`src/rtl/core/assert_macros.svh`:
```
// Assertion macros used by the top level of the radar target frame parser.
// No dependencies; include by bare file name.
`ifndef ASSERT_MACROS_SVH
`define ASSERT_MACROS_SVH
`ifndef SYNTHESIS
`define RTFP_ASSERT(lbl, clk, rstn, prop, msg) \
  lbl: assert property (@(posedge clk) disable iff (!rstn) prop) else $error(msg);
`define RTFP_ASSERT_NEVER(lbl, clk, rstn, expr, msg) \
  `RTFP_ASSERT(lbl, clk, rstn, !(expr), msg)
`else
`define RTFP_ASSERT(lbl, clk, rstn, prop, msg)
`define RTFP_ASSERT_NEVER(lbl, clk, rstn, expr, msg)
`endif
`endif

```
`src/rtl/core/rtfp_pkg.sv`:
```
// Package for the radar target frame parser: constants, state types, structs.
// No dependencies; used by every module of the block but rtfp_ram.
`default_nettype none

package rtfp_pkg;

  // frame format
  localparam logic [7:0] HDR_B0 = 8'hAA;
  localparam logic [7:0] HDR_B1 = 8'hFF;
  localparam logic [7:0] HDR_B2 = 8'h03;
  localparam logic [7:0] HDR_B3 = 8'h00;
  localparam logic [7:0] FOOT_B0 = 8'h55;
  localparam logic [7:0] FOOT_B1 = 8'hCC;

  localparam int FRAME_BYTES  = 30;
  localparam int BODY_BYTES   = FRAME_BYTES - 4;
  localparam int BODY_AW      = $clog2(BODY_BYTES);
  localparam int REC_BYTES    = 8;
  localparam int FOOT_BYTES   = 2;
  localparam int TARGET_SLOTS = 3;
  localparam logic [BODY_AW-1:0] FOOT_ADDR = BODY_AW'(TARGET_SLOTS * REC_BYTES);

  localparam logic [15:0] RANGE_RESET = 16'd10000;

  typedef enum logic [2:0] {
    HUNT_H0,
    HUNT_H1,
    HUNT_H2,
    HUNT_H3,
    HUNT_BODY
  } hunt_state_t;

  typedef enum logic [3:0] {
    SQ_IDLE,
    SQ_FOOT,
    SQ_LIM,
    SQ_LIM_W,
    SQ_REC,
    SQ_SQX,
    SQ_SQY,
    SQ_SUM_W,
    SQ_EMIT,
    SQ_BAD
  } seq_state_t;

  typedef enum logic [1:0] {
    SQR_NONE,
    SQR_LOAD,
    SQR_ADD
  } sqr_op_t;

  typedef struct packed {
    logic               en;
    logic [BODY_AW-1:0] addr;
    logic [7:0]         data;
  } mem_wr_t;

  typedef struct packed {
    logic        busy;
    logic [31:0] acc;
  } sqr_stat_t;

  // sign-magnitude word, MSB set = positive
  function automatic logic [15:0] sm_decode(input logic [15:0] raw);
    logic [15:0] mag;
    mag = {1'b0, raw[14:0]};
    return raw[15] ? mag : (~mag + 16'd1);
  endfunction

endpackage

`default_nettype wire

```
`src/rtl/core/rtfp_ram.sv`:
```
// Body byte store: one write port, one registered read port.
// Depends on nothing; sized by its parameters.
`default_nettype none

module rtfp_ram #(
  parameter int DEPTH = 26,
  parameter int WIDTH = 8
) (
  input  wire logic                     clk,
  input  wire logic                     we,
  input  wire logic [$clog2(DEPTH)-1:0] waddr,
  input  wire logic [WIDTH-1:0]         wdata,
  input  wire logic                     re,
  input  wire logic [$clog2(DEPTH)-1:0] raddr,
  output logic      [WIDTH-1:0]         rdata
);

  logic [WIDTH-1:0] mem [DEPTH];

  always_ff @(posedge clk) begin
    if (we) begin
      mem[waddr] <= wdata;
    end
  end

  always_ff @(posedge clk) begin
    if (re) begin
      rdata <= mem[raddr];
    end
  end

endmodule

`default_nettype wire

```
`src/rtl/core/rtfp_hunt.sv`:
```
// Header hunt and body capture: finds AA FF 03 00, writes the body bytes.
// Depends on rtfp_pkg.
`default_nettype none

module rtfp_hunt (
  input  wire logic             clk,
  input  wire logic             rst_n,
  input  wire logic             byte_vld,
  input  wire logic [7:0]       byte_data,
  output rtfp_pkg::mem_wr_t     wr,
  output logic                  frame_done
);

  localparam logic [rtfp_pkg::BODY_AW-1:0] POS_LAST =
    rtfp_pkg::BODY_AW'(rtfp_pkg::BODY_BYTES - 1);

  rtfp_pkg::hunt_state_t state_r, state_nxt;
  logic [rtfp_pkg::BODY_AW-1:0] pos_r, pos_nxt;
  logic done_r, done_nxt;

  // next state
  always_comb begin
    state_nxt = state_r;
    if (byte_vld) begin
      unique case (state_r)
        rtfp_pkg::HUNT_H0: begin
          state_nxt = (byte_data == rtfp_pkg::HDR_B0) ? rtfp_pkg::HUNT_H1 : rtfp_pkg::HUNT_H0;
        end
        rtfp_pkg::HUNT_H1: begin
          if (byte_data == rtfp_pkg::HDR_B1) state_nxt = rtfp_pkg::HUNT_H2;
          else if (byte_data == rtfp_pkg::HDR_B0) state_nxt = rtfp_pkg::HUNT_H1;
          else state_nxt = rtfp_pkg::HUNT_H0;
        end
        rtfp_pkg::HUNT_H2: begin
          if (byte_data == rtfp_pkg::HDR_B2) state_nxt = rtfp_pkg::HUNT_H3;
          else if (byte_data == rtfp_pkg::HDR_B0) state_nxt = rtfp_pkg::HUNT_H1;
          else state_nxt = rtfp_pkg::HUNT_H0;
        end
        rtfp_pkg::HUNT_H3: begin
          if (byte_data == rtfp_pkg::HDR_B3) state_nxt = rtfp_pkg::HUNT_BODY;
          else if (byte_data == rtfp_pkg::HDR_B0) state_nxt = rtfp_pkg::HUNT_H1;
          else state_nxt = rtfp_pkg::HUNT_H0;
        end
        rtfp_pkg::HUNT_BODY: begin
          if (pos_r == POS_LAST) state_nxt = rtfp_pkg::HUNT_H0;
        end
        default: state_nxt = rtfp_pkg::HUNT_H0;
      endcase
    end
  end

  // outputs
  always_comb begin
    wr.en    = byte_vld && (state_r == rtfp_pkg::HUNT_BODY);
    wr.addr  = pos_r;
    wr.data  = byte_data;
    done_nxt = wr.en && (pos_r == POS_LAST);
    pos_nxt  = pos_r;
    if (byte_vld) begin
      if (state_r != rtfp_pkg::HUNT_BODY || pos_r == POS_LAST) pos_nxt = '0;
      else pos_nxt = pos_r + rtfp_pkg::BODY_AW'(1);
    end
  end

  always_ff @(posedge clk) begin
    if (!rst_n) begin
      state_r <= rtfp_pkg::HUNT_H0;
      pos_r   <= '0;
      done_r  <= 1'b0;
    end else begin
      state_r <= state_nxt;
      pos_r   <= pos_nxt;
      done_r  <= done_nxt;
    end
  end

  assign frame_done = done_r;

endmodule

`default_nettype wire

```
`src/rtl/core/rtfp_sqr.sv`:
```
// Shared squaring unit: registered 16x16 square, then load or accumulate.
// Depends on rtfp_pkg.
`default_nettype none

module rtfp_sqr (
  input  wire logic              clk,
  input  wire logic              rst_n,
  input  wire rtfp_pkg::sqr_op_t op,
  input  wire logic [15:0]       operand,
  output rtfp_pkg::sqr_stat_t    stat
);

  rtfp_pkg::sqr_op_t op_r;
  logic [31:0] prod_r, prod_nxt;
  logic [31:0] acc_r, acc_nxt;

  assign prod_nxt = 32'(operand) * 32'(operand);

  always_comb begin
    acc_nxt = acc_r;
    unique case (op_r)
      rtfp_pkg::SQR_NONE: acc_nxt = acc_r;
      rtfp_pkg::SQR_LOAD: acc_nxt = prod_r;
      rtfp_pkg::SQR_ADD:  acc_nxt = acc_r + prod_r;
      default:            acc_nxt = acc_r;
    endcase
  end

  always_ff @(posedge clk) begin
    if (!rst_n) begin
      op_r <= rtfp_pkg::SQR_NONE;
    end else begin
      op_r <= op;
    end
  end

  always_ff @(posedge clk) begin
    prod_r <= prod_nxt;
    acc_r  <= acc_nxt;
  end

  assign stat.busy = (op_r != rtfp_pkg::SQR_NONE);
  assign stat.acc  = acc_r;

endmodule

`default_nettype wire

```
`src/rtl/core/radar_target_frame_parser.sv`:
```
// Radar target frame parser top level: frame sequencer and result register.
// Depends on rtfp_pkg, rtfp_ram, rtfp_hunt, rtfp_sqr and assert_macros.svh.
//
// Usage:
//  - in_*: one received serial byte per transfer (in_tdata[7:0]). The block
//    hunts for the header AA FF 03 00 and stores the 26 body bytes.
//  - out_*: one result per transfer. A good frame (footer 55 CC) gives three
//    target results in slot order; a bad footer gives one result with
//    out_tuser = 1 and all data zero. out_tlast marks the last result of a frame.
//  - cfg_*: writes range_limit_mm (cfg_data[15:0]); cfg_ready is always high.
//    Write only while the block is idle.
//  - Throughput: one byte per cycle while hunting or storing. The final body
//    byte starts the sequencer, which reads the store one byte a cycle and
//    squares x, y and the limit on one shared multiplier: footer check,
//    then the limit and each target slot in turn unless the footer is bad;
//    in_tready returns once the last result is loaded.
//  - in_tready is low while the sequencer runs. A stalled receiver holds the
//    result in the output register and freezes the sequencer; once the last
//    result is loaded, bytes are taken again while it waits to be taken.
//  - Reset (rst_n low, synchronous) returns to header hunt, empties the
//    output register and loads the range limit with 10000 mm.
`default_nettype none
`include "assert_macros.svh"

module radar_target_frame_parser (
  input  wire logic        clk,
  input  wire logic        rst_n,
  // input byte stream
  input  wire logic        in_tvalid,
  output logic             in_tready,
  input  wire logic [7:0]  in_tdata,   // [7:0] rx_byte
  // result stream
  output logic             out_tvalid,
  input  wire logic        out_tready,
  output logic [71:0]      out_tdata,  // [1:0] target_index, [17:2] pos_x_mm,
                                       // [33:18] pos_y_mm, [49:34] speed_cms,
                                       // [65:50] resolution_word, [66] target_active,
                                       // [68:67] active_count, [69] presence, [71:70] 0
  output logic             out_tuser,  // [0] frame_status (1 = bad footer)
  output logic             out_tlast,  // last_of_frame
  // configuration
  input  wire logic        cfg_valid,
  output logic             cfg_ready,
  input  wire logic [15:0] cfg_data    // range_limit_mm
);

  localparam int CNT_LSB = 67;
  localparam logic [3:0] FETCH_FOOT = 4'(rtfp_pkg::FOOT_BYTES);
  localparam logic [3:0] FETCH_REC  = 4'(rtfp_pkg::REC_BYTES);
  localparam logic [1:0] SLOT_LAST  = 2'(rtfp_pkg::TARGET_SLOTS - 1);

  // ---------------------------------------------------------------------------
  // Configuration register
  // ---------------------------------------------------------------------------
  logic [15:0] lim_r;

  assign cfg_ready = 1'b1;

  always_ff @(posedge clk) begin
    if (!rst_n) begin
      lim_r <= rtfp_pkg::RANGE_RESET;
    end else if (cfg_valid && cfg_ready) begin
      lim_r <= cfg_data;
    end
  end

  // ---------------------------------------------------------------------------
  // Header hunt and body store
  // ---------------------------------------------------------------------------
  rtfp_pkg::seq_state_t state_r, state_nxt;
  rtfp_pkg::mem_wr_t    wr;
  logic                 frame_done;
  logic                 in_xfer;

  logic                             rd_en;
  logic [rtfp_pkg::BODY_AW-1:0]     rd_addr;
  logic [7:0]                       rd_data;

  // a frame's body is complete once frame_done fires; hold off the next byte
  assign in_tready = (state_r == rtfp_pkg::SQ_IDLE) && !frame_done;
  assign in_xfer   = in_tvalid && in_tready;

  rtfp_hunt u_hunt (
    .clk        (clk),
    .rst_n      (rst_n),
    .byte_vld   (in_xfer),
    .byte_data  (in_tdata),
    .wr         (wr),
    .frame_done (frame_done)
  );

  rtfp_ram #(
    .DEPTH (rtfp_pkg::BODY_BYTES),
    .WIDTH (8)
  ) u_ram (
    .clk   (clk),
    .we    (wr.en),
    .waddr (wr.addr),
    .wdata (wr.data),
    .re    (rd_en),
    .raddr (rd_addr),
    .rdata (rd_data)
  );

  // ---------------------------------------------------------------------------
  // Shared squaring unit
  // ---------------------------------------------------------------------------
  rtfp_pkg::sqr_op_t   sqr_op;
  logic [15:0]         sqr_operand;
  rtfp_pkg::sqr_stat_t sqr_stat;

  rtfp_sqr u_sqr (
    .clk     (clk),
    .rst_n   (rst_n),
    .op      (sqr_op),
    .operand (sqr_operand),
    .stat    (sqr_stat)
  );

  // ---------------------------------------------------------------------------
  // Sequencer datapath
  // ---------------------------------------------------------------------------
  logic [3:0]  cnt_r, cnt_nxt;
  logic        pend_r;
  logic [63:0] rec_r;        // fetched bytes, first byte in the low bits
  logic [31:0] lim2_r;
  logic [1:0]  slot_r, slot_nxt;
  logic [1:0]  tally_r, tally_nxt;

  logic        fetching;
  logic [3:0]  fetch_len;
  logic        fetch_done;
  logic [rtfp_pkg::BODY_AW-1:0] base;
  logic        foot_ok;
  logic        out_free;
  logic        last_slot;
  logic        act;
  logic        push_good;
  logic        push_bad;
  logic        lim_cap;

  assign fetching   = (state_r == rtfp_pkg::SQ_FOOT) || (state_r == rtfp_pkg::SQ_REC);
  assign fetch_len  = (state_r == rtfp_pkg::SQ_FOOT) ? FETCH_FOOT : FETCH_REC;
  assign fetch_done = fetching && (cnt_r == fetch_len) && !pend_r;
  assign base       = (state_r == rtfp_pkg::SQ_FOOT) ? rtfp_pkg::FOOT_ADDR
                                                     : {slot_r, 3'b000};
  assign rd_addr    = base + rtfp_pkg::BODY_AW'(cnt_r[2:0]);

  // footer bytes land in the top two bytes after a two-byte fetch
  assign foot_ok   = (rec_r[55:48] == rtfp_pkg::FOOT_B0) &&
                     (rec_r[63:56] == rtfp_pkg::FOOT_B1);
  assign out_free  = !out_tvalid || out_tready;
  assign last_slot = (slot_r == SLOT_LAST);

  // any raw word nonzero and x^2 + y^2 below limit^2
  assign act = (rec_r != 64'd0) && (sqr_stat.acc < lim2_r);

  // next state
  always_comb begin
    state_nxt = state_r;
    unique case (state_r)
      rtfp_pkg::SQ_IDLE:  if (frame_done) state_nxt = rtfp_pkg::SQ_FOOT;
      rtfp_pkg::SQ_FOOT: begin
        if (fetch_done) state_nxt = foot_ok ? rtfp_pkg::SQ_LIM : rtfp_pkg::SQ_BAD;
      end
      rtfp_pkg::SQ_LIM:   state_nxt = rtfp_pkg::SQ_LIM_W;
      rtfp_pkg::SQ_LIM_W: if (!sqr_stat.busy) state_nxt = rtfp_pkg::SQ_REC;
      rtfp_pkg::SQ_REC:   if (fetch_done) state_nxt = rtfp_pkg::SQ_SQX;
      rtfp_pkg::SQ_SQX:   state_nxt = rtfp_pkg::SQ_SQY;
      rtfp_pkg::SQ_SQY:   state_nxt = rtfp_pkg::SQ_SUM_W;
      rtfp_pkg::SQ_SUM_W: if (!sqr_stat.busy) state_nxt = rtfp_pkg::SQ_EMIT;
      rtfp_pkg::SQ_EMIT: begin
        if (out_free) state_nxt = last_slot ? rtfp_pkg::SQ_IDLE : rtfp_pkg::SQ_REC;
      end
      rtfp_pkg::SQ_BAD:   if (out_free) state_nxt = rtfp_pkg::SQ_IDLE;
      default:            state_nxt = rtfp_pkg::SQ_IDLE;
    endcase
  end

  // control strobes
  always_comb begin
    rd_en       = fetching && (cnt_r != fetch_len);
    sqr_op      = rtfp_pkg::SQR_NONE;
    sqr_operand = '0;
    push_good   = 1'b0;
    push_bad    = 1'b0;
    lim_cap     = 1'b0;
    unique case (state_r)
      rtfp_pkg::SQ_LIM: begin
        sqr_op      = rtfp_pkg::SQR_LOAD;
        sqr_operand = lim_r;
      end
      rtfp_pkg::SQ_LIM_W: lim_cap = !sqr_stat.busy;
      rtfp_pkg::SQ_SQX: begin
        sqr_op      = rtfp_pkg::SQR_LOAD;
        sqr_operand = {1'b0, rec_r[14:0]};
      end
      rtfp_pkg::SQ_SQY: begin
        sqr_op      = rtfp_pkg::SQR_ADD;
        sqr_operand = {1'b0, rec_r[30:16]};
      end
      rtfp_pkg::SQ_EMIT: push_good = out_free;
      rtfp_pkg::SQ_BAD:  push_bad  = out_free;
      default: begin
      end
    endcase
  end

  always_comb begin
    cnt_nxt = '0;
    if (fetching) cnt_nxt = rd_en ? (cnt_r + 4'd1) : cnt_r;
    slot_nxt  = slot_r;
    tally_nxt = tally_r;
    if (state_r == rtfp_pkg::SQ_IDLE) begin
      slot_nxt  = '0;
      tally_nxt = '0;
    end else if (push_good) begin
      tally_nxt = tally_r + 2'(act);
      slot_nxt  = last_slot ? 2'd0 : (slot_r + 2'd1);
    end
  end

  always_ff @(posedge clk) begin
    if (!rst_n) begin
      state_r <= rtfp_pkg::SQ_IDLE;
      cnt_r   <= '0;
      pend_r  <= 1'b0;
      slot_r  <= '0;
      tally_r <= '0;
    end else begin
      state_r <= state_nxt;
      cnt_r   <= cnt_nxt;
      pend_r  <= rd_en;
      slot_r  <= slot_nxt;
      tally_r <= tally_nxt;
    end
  end

  always_ff @(posedge clk) begin
    if (pend_r) begin
      rec_r <= {rd_data, rec_r[63:8]};
    end
    if (lim_cap) begin
      lim2_r <= sqr_stat.acc;
    end
  end

  // ---------------------------------------------------------------------------
  // Result register
  // ---------------------------------------------------------------------------
  logic        out_valid_r;
  logic [71:0] out_data_r;
  logic        out_user_r;
  logic        out_last_r;
  logic [1:0]  count_fld;
  logic        pres_fld;

  assign count_fld = last_slot ? tally_nxt : 2'd0;
  assign pres_fld  = last_slot && (tally_nxt != 2'd0);

  always_ff @(posedge clk) begin
    if (!rst_n) begin
      out_valid_r <= 1'b0;
    end else if (push_good || push_bad) begin
      out_valid_r <= 1'b1;
    end else if (out_tready) begin
      out_valid_r <= 1'b0;
    end
  end

  always_ff @(posedge clk) begin
    if (push_good) begin
      out_data_r <= {2'b00, pres_fld, count_fld, act, rec_r[63:48],
                     rtfp_pkg::sm_decode(rec_r[47:32]),
                     rtfp_pkg::sm_decode(rec_r[31:16]),
                     rtfp_pkg::sm_decode(rec_r[15:0]),
                     slot_r};
      out_user_r <= 1'b0;
      out_last_r <= last_slot;
    end else if (push_bad) begin
      out_data_r <= '0;
      out_user_r <= 1'b1;
      out_last_r <= 1'b1;
    end
  end

  assign out_tvalid = out_valid_r;
  assign out_tdata  = out_data_r;
  assign out_tuser  = out_user_r;
  assign out_tlast  = out_last_r;

  // ---------------------------------------------------------------------------
  // Assertions
  // ---------------------------------------------------------------------------
  `RTFP_ASSERT(a_bad_is_last, clk, rst_n, out_tvalid && out_tuser |-> out_tlast, "bad footer result not last")
  `RTFP_ASSERT(a_bad_zero, clk, rst_n, out_tvalid && out_tuser |-> out_tdata == 72'd0, "bad footer result carries data")
  `RTFP_ASSERT_NEVER(a_tally_early, clk, rst_n, out_tvalid && !out_tlast && out_tdata[CNT_LSB+2:CNT_LSB] != 3'd0, "frame totals before last result")
  `RTFP_ASSERT(a_done_starts, clk, rst_n, frame_done |=> state_r == rtfp_pkg::SQ_FOOT, "frame end did not start sequencer")

endmodule

`default_nettype wire

```
`config.mk`:
```
export PLATFORM = sky130hd
export DESIGN_NAME = radar_target_frame_parser
export DESIGN_NICKNAME = d
export VERILOG_FILES = /design/src/rtl/core/rtfp_pkg.sv /design/src/rtl/core/rtfp_ram.sv /design/src/rtl/core/rtfp_hunt.sv /design/src/rtl/core/rtfp_sqr.sv /design/src/rtl/core/radar_target_frame_parser.sv
export VERILOG_INCLUDE_DIRS = /design/src /design/src/rtl/core
export SDC_FILE = /design/constraint.sdc
export NUM_CORES = 1
export LEC_CHECK = 0
export BUFFER_PORTS_ARGS = -buffer_cell sky130_fd_sc_hd__buf_2
export CAP_MARGIN = 0
export CORE_UTILIZATION = 35
export DETAILED_ROUTE_END_ITERATION = 6
export GPL_ROUTABILITY_DRIVEN = 0
export MAX_ROUTING_LAYER = met4
export SLEW_MARGIN = 20
export SYNTH_ARGS = -nofsm -noshare
export SYNTH_HDL_FRONTEND = slang
export SYNTH_SLANG_ARGS = --single-unit
export TNS_END_PERCENT = 100
```
`constraint.sdc`:
```
create_clock -name clk -period 15.88 [get_ports clk]
set_input_delay 3.176 -clock clk [delete_from_list [all_inputs] [get_ports clk]]
set_output_delay 3.176 -clock clk [all_outputs]
set_load 0.1 [all_outputs]
```
Word-level counts from Yosys, hierarchy flattened
Memories as Yosys holds them, arrays and structs flattened. A register that Yosys moved wholly into a read port is not among the register bits.
Cells that the tools add are included.
{ "op_classes": {"add_sub_neg": 9, "multipliers": 1, "n_div": 0, "n_lt_le_gt_ge": 1, "n_eq_ne": 33, "n_shift": 0, "muxes": 40, "bitwise": 4, "reduce_logical": 32} }
{ "op_table": {"columns": ["op", "count"], "rows": [
  ["70-bit 2-to-1 mux", 2],
  ["32-bit case mux with 2 select lines", 1],
  ["64-bit nonzero test", 1],
  ["16-bit by 1-bit adder with 16-bit output (second input constant)", 3],
  ["16-bit 2-to-1 mux", 3],
  ["15-bit inverter with 16-bit output", 3],
  ["16-bit case mux with 3 select lines", 1],
  ["4-bit case mux with 10 select lines", 1],
  ["4-bit 2-to-1 mux", 9],
  ["32-bit adder", 1],
  ["32-bit less-than comparator", 1],
  ["16-bit by 16-bit multiplier with 32-bit output", 1],
  ["8-bit == test (second input constant)", 3],
  ["4-bit by 3-bit == test with 1-bit output (second input constant)", 4],
  ["3-bit case mux with 5 select lines", 1],
  ["3-bit 2-to-1 mux", 4],
  ["2-bit inequality test (second input constant)", 6],
  ["1-bit logical AND", 10],
  ["1-bit 2-to-1 mux", 10],
  ["2-bit 2-to-1 mux", 5],
  ["5-bit 2-to-1 mux", 2],
  ["2-bit nonzero test", 5],
  ["4-bit by 2-bit == test with 1-bit output (second input constant)", 2],
  ["4-bit == test (second input constant)", 2],
  ["28 further kinds", 39]
]} }
{ "word_totals": {"register_bits": 273, "latch_bits": 0, "mem_bits_rw": 208, "mem_bits_ro": 0, "inputBits": 29, "output_inout_bits": 77, "elab_cells": 139, "mem_count": 1} }
{ "memory_table": {"columns": ["name", "words", "word_bits", "read_ports", "rd_ports_with_merged_regs", "wr", "line_no", "text"], "rows": [
  ["u_ram.mem", 26, 8, 1, 1, 1, "rtfp_ram.sv:18", "logic [WIDTH-1:0] mem [DEPTH];"]
]} }

Logic depth before layout (Yosys ltp)
{ "logic_depth": {"word_depth": 8, "mapped_depth": 33, "depth_no_buf": 30} }

Cells and area by module
Synthesis repeated with hierarchy kept, for this count alone.
{ "hier_totals": {"hier_cells": 2458, "hier_area_um2": 29266.8} }
{ "by_module_without_submodules": {"columns": ["module", "n_inst", "cells_per_inst", "area_each_um2", "seq_area_each_um2"], "rows": [
  ["rtfp_sqr", 1, 1207, 11139.4, 1621.6],
  ["radar_target_frame_parser", 1, 718, 9004.9, 5635.4],
  ["rtfp_ram", 1, 474, 8543.2, 6486.2],
  ["rtfp_hunt", 1, 59, 579.3, 180.2]
]} }

Worst setup path after synthesis
No wires, ideal clock.
{ "synth_path": {"path_kind": "register to register", "startpoint": "register state_r[3]", "endpoint": "register u_sqr.prod_r[31]", "setup_ps": 120, "arrival_time_ps": 6719, "required_time_ps": 15760, "setup_slack_ps": 9041, "stages_incl_launch_ff": 34, "path_buffers": 4, "period_less_slack_ps": 6839, "path_cell_list": "dfxtp_1 buf_2 nor2_1 and3_1 clkbuf_2 a22oi_1 and2_1 clkbuf_1 inv_1 buf_2 nand2_1 inv_1 fa_1 inv_1 fa_1 inv_1 fa_1 inv_1 fa_1 inv_1 fa_1 inv_1 fa_1 inv_1 ha_1 nand2_1 a2111oi_0 a21oi_1 nor3_2 nor2_1 o211a_1 o21bai_1 a21oi_1 xnor2_1"} }
{ "synth_between": {"elab_chain_len": 3, "elab_cells_between_ends": 5, "cone_classes": "mul (1); eq/ne (3); mux (1)"} }
{ "synth_lines": {"columns": ["element", "line_no", "text"], "rows": [
  ["from (decl)", "radar_target_frame_parser.sv:70", "rtfp_pkg::seq_state_t state_r, state_nxt;"],
  ["from (signal assigned)", "radar_target_frame_parser.sv:225", "state_r <= rtfp_pkg::SQ_IDLE;"],
  ["from (signal assigned)", "radar_target_frame_parser.sv:231", "state_r <= state_nxt;"],
  ["4-bit by 3-bit == test with 1-bit output / 4-bit by 2-bit == test with 1-bit output (equally long branches)", "radar_target_frame_parser.sv:188", "unique case (state_r)"],
  ["16-bit case mux with 3 select lines (*)", "radar_target_frame_parser.sv:188", null],
  ["16-bit by 16-bit multiplier with 32-bit output (*)", "rtfp_sqr.sv:17", "assign prod_nxt = 32'(operand) * 32'(operand);"],
  ["net u_sqr.prod_nxt[31]", "rtfp_sqr.sv:14", "logic [31:0] prod_r, prod_nxt;"],
  ["to (signal assigned)", "rtfp_sqr.sv:38", "prod_r <= prod_nxt;"],
  ["to (decl)", "rtfp_sqr.sv:14", null]
]} }
The timed path passes the listed nets; every way through them passes the cells marked *.
A chain may end at the register's enable or synchronous reset.

Worst setup path after layout
{ "layout_path": {"startpoint": "register state_r[0]", "endpoint": "register u_sqr.prod_r[31]"} }
Same word-level chain as after synthesis.

==> metrics.md <==
| Metric | Value |
|---|---|
| Status | `completed` |
| Netlist cell types | `84` |
| Setup skew after layout | `73.0 ps` |
| FF+latch area | `about 14000 µm²` |
| Layout area overhead | `11.8%` |
| R2r startpoint | `state_r[0]` |
| Placed Cells | `3397` |
| Post-synthesis register bit count | `between 400 and 500` |
| Grt met3 use | `2.05%` |
| Commonest non-fill, non-tap cells in the layout | `edfxtp_1 (415), inv_1 (299), nor2_1 (212)` |
| DRT iter0 DRCs | `about 1400` |
| FP Rows | `103` |
| Share of layout cells above drive strength 1 | `roughly 13%` |
| Slowest cell on crit path | `nor2_2` |
| RR Endpoint | `u_sqr.prod_r[31]` |
| Routed length per placed instance | `18.9 µm` |
| Final net count | `2761` |
| CTS tree | `done` |
| M1 GR Usage | `between 20% and 30%` |
| Mapped Cells | `2324` |
| Pins Over Slew Limit | `0` |
| Mux contribution to synthesized area | `under 10%` |
| Core Region | `79500 µm²` |
| Worst Path Max Fanout | `18` |
| CTS clk-pin slew, worst paths | `60 ps` |
| Die Ht | `about 290 µm` |
| Worst hold-check path type | `reg -> reg` |
| Final wirelength | `66000 µm` |
| Post-CTS Hold Buffers | `0` |
| Global-route wire length before repair | `105000 µm` |
| # resized after CTS | `0` |
| Final setup violation count | `0` |
| Power per cell area | `84.3 nW/µm²` |
| Arr. time, crit path | `8480 ps` |
| Setup TNS | `0 ps` |
| RSZ-0062 raised after global routing | `no` |
| Vias in the first global route | `between 15000 and 20000` |
| Ys flop type | `edfxtp_1` |
| Post-Synth XOR/XNOR Area | `3.13%` |
| Root Buffer | `clkbuf_16` |
| Synthesized area | `28300 µm²` |
| Fin crit share | `50.6%` |
| Post-synth top area share | `around 44%` |
| WS Path Type | `reg -> reg` |
| Area leader, netlist | `edfxtp_1` |
| Async SR Flop Fraction | `0%` |
| Number of flops mapped to enable cells by yosys | `415` |
| Final ANT Viol Nets | `0` |
| Post-Synth Simple-Gate Area | `about a tenth` |
| Dpl hpwl | `48800 µm` |
| Initial antenna violation count | `1` |
| Mean post-synth cell area | `roughly 12 µm²` |
| Num CTS Buffers | `between 50 and 60` |
| Largest cells by area after synthesis | `edfxtp_1 (44%), fa_1 (12%), ha_1 (7.5%)` |
| Die area | `between 80000 and 90000 µm²` |
| Hold_sp | `u_ram.rdata[1]` |
| Detailed Routing Iterations Pass 1 | `5` |
| Post-CTS Setup Repair Bufs | `0` |
| Leakage | `12.6 nW` |
| Largest net degree at the start of global routing | `between 70 and 80` |
| DRC | `0` |
| Die W | `286 µm` |
| Slew @ Worst Pin | `1280 ps` |
| Area of the multi-input gates | `12900 µm²` |
| Fin cells | `3494` |
| CP endpoint kind | `flip-flop` |
| Vias per Instance | `5.07` |
| CP endpoint | `u_sqr.prod_r[31]` |
| Slowest Stage Delay on Critical Path | `between 500 and 600 ps` |
| Fmax | `~0.12 GHz` |
| R2R Setup Slk | `7840 ps` |
| Minimum clock period | `8040 ps` |
| CTS sink cnt | `488` |
| Io pins | `106` |
| Synth warn | `0` |
| Layout fillers | `7441` |
| Skew-Pair Late Insertion Delay | `630 ps` |
| Max clock buf depth | `3` |
| Commonest non-fill, non-tap cell in the layout | `edfxtp_1` |
| Grt met2 use | `about 28%` |
| Layer with the highest usage | `met2` |
| WP data required | `16320 ps` |
| Largest family of logic cells by synthesized area | `adder cells` |
| Register area share after synthesis | `49.2%` |
| PortBufs | `102` |
| Post-synthesis compound-gate area fraction | `6.83%` |
| Total of max-cap violations | `0` |
| FF-to-FF path depth | `27` |
| Tot GR Track Use | `roughly 17%` |
| Initial Util | `35.6%` |
| H-tree levels | `2` |
| Total congestion overflow | `0` |
| Slew headroom | `12.2%` |
| Most frequent CP cell | `fa_1` |
| Vias | `between 15000 and 20000` |
| CP Launch Type | `flip-flop` |
| Fin. Hold Viols | `0` |
| Peak VDD IR | `0.0900 mV` |
| Start point of the critical path | `state_r[0]` |
| Post-Synth Adder-Cell Area | `19.0%` |
-- through the flow --
stage / util [%] / cell area (µm²) / hold slack [ps] / power [mW] / setup WS (ps)
after floorplan: - / 28300 / 400 / 1.42 / 9040
after global placement: 37.5 / 29800 / 403 / 1.44 / 8360
after detailed placement: 37.5 / 29800 / 406 / 1.44 / 8140
after CTS: 39.8 / 31600 / 424 / 2.70 / 7950
after global routing: 39.8 / 31600 / 428 / 2.74 / 7370
final: 39.8 / 31600 / 422 / 2.67 / 7840
-- sequential cells by signal, indices dropped and copies added, names as in the netlist --
| register | flops |
|---|---|
| u_ram.rdata | 8 |
| cnt_r | 4 |
| u_hunt.frame_done | 1 |
| u_hunt.pos_r | 5 |
| lim2_r | 32 |
| lim_r | 16 |
| u_sqr.op_r | 2 |
| out_tlast | 1 |
| out_tuser | 1 |
| u_sqr.prod_r | 31 |
| u_sqr.acc_r | 32 |
| u_ram.mem | 208 |
| tally_r | 2 |
| out_tdata | 70 |
| slot_r | 2 |
| u_hunt.state_r | 3 |
| state_r | 4 |
| out_tvalid | 1 |
| rec_r | 64 |
| pend_r | 1 |
-- layout make-up --
class | instances | area share [%]
well taps | 1050 | 4.15
clock buffers | 63 | 4.33
clock inverters | 33 | 1.36
flip-flops and latches | 488 | 44.0
inverters | 305 | 3.62
repair buffers | 110 | 1.80
multi-input cells | 1444 | 40.7
diodes | 1 | 0.00791
-- synth_stat cells (20+ instances only) --
library cell	number
mux2i_1	30
nor3_1	30
mux4_2	56
nand4_1	20
nand2_1	172
and2_1	40
fa_1	163
a21oi_1	97
nor2_1	213
ha_1	169
xor2_1	23
clkbuf_1	60
nor2b_1	26
a21o_1	41
dfxtp_1	73
xnor2_1	78
o21ai_0	59
edfxtp_1	415
mux2_2	29
inv_1	300
-- where the power goes --
part	leakage, nW	internal, mW	switching, mW
Clock	0.883	0.737	0.522
Sequential	4.01	1.38	0.00316
Combinational	7.71	0.00643	0.0190
Total	12.6	2.12	0.544
-- per-layer routing --
| layer | share of wire (%) | vias up |
|---|---|---|
| met4 | 2.0 | 0 |
| met1 | 44 | 8883 |
| met5 | 0 | - |
| li1 | - | 8206 |
| met2 | 49 | 551 |
| met3 | 5.3 | 91 |
-- logic make-up after synthesis --
| family | after synthesis |
|---|---|
| AO/OA/AOI/OAI | 299 |
| XOR/XNOR | 101 |
| adder cells (fa/ha/maj) | 332 |
| buffers and inverters | 393 |
| flip-flops | 488 |
| multiplexers | 117 |
| other | 2 |
| AND/OR/NAND/NOR | 592 |
-- worst max-delay path: cells and delay by family, from the launching register on --
family                     cells  cell delay [ps]
adders and majority gates      7             3260
and+or+nand+nor                8             2130
AOI/OAI and AO/OA              6             1340
buffers and inverters          5              540
DFF                            1              430
xor gates and xnor gates       1              130
-- worst min-delay path by stage --
stage	to	depth (start not counted)	slack, ps
global placement	rec_r[56]	0	400
floorplan	rec_r[56]	0	400
global route	rec_r[57]	0	430
finish	rec_r[57]	0	420
CTS	rec_r[58]	0	420
detailed placement	rec_r[56]	0	410
No activity file was read; power rests on OpenSTA's default activity.
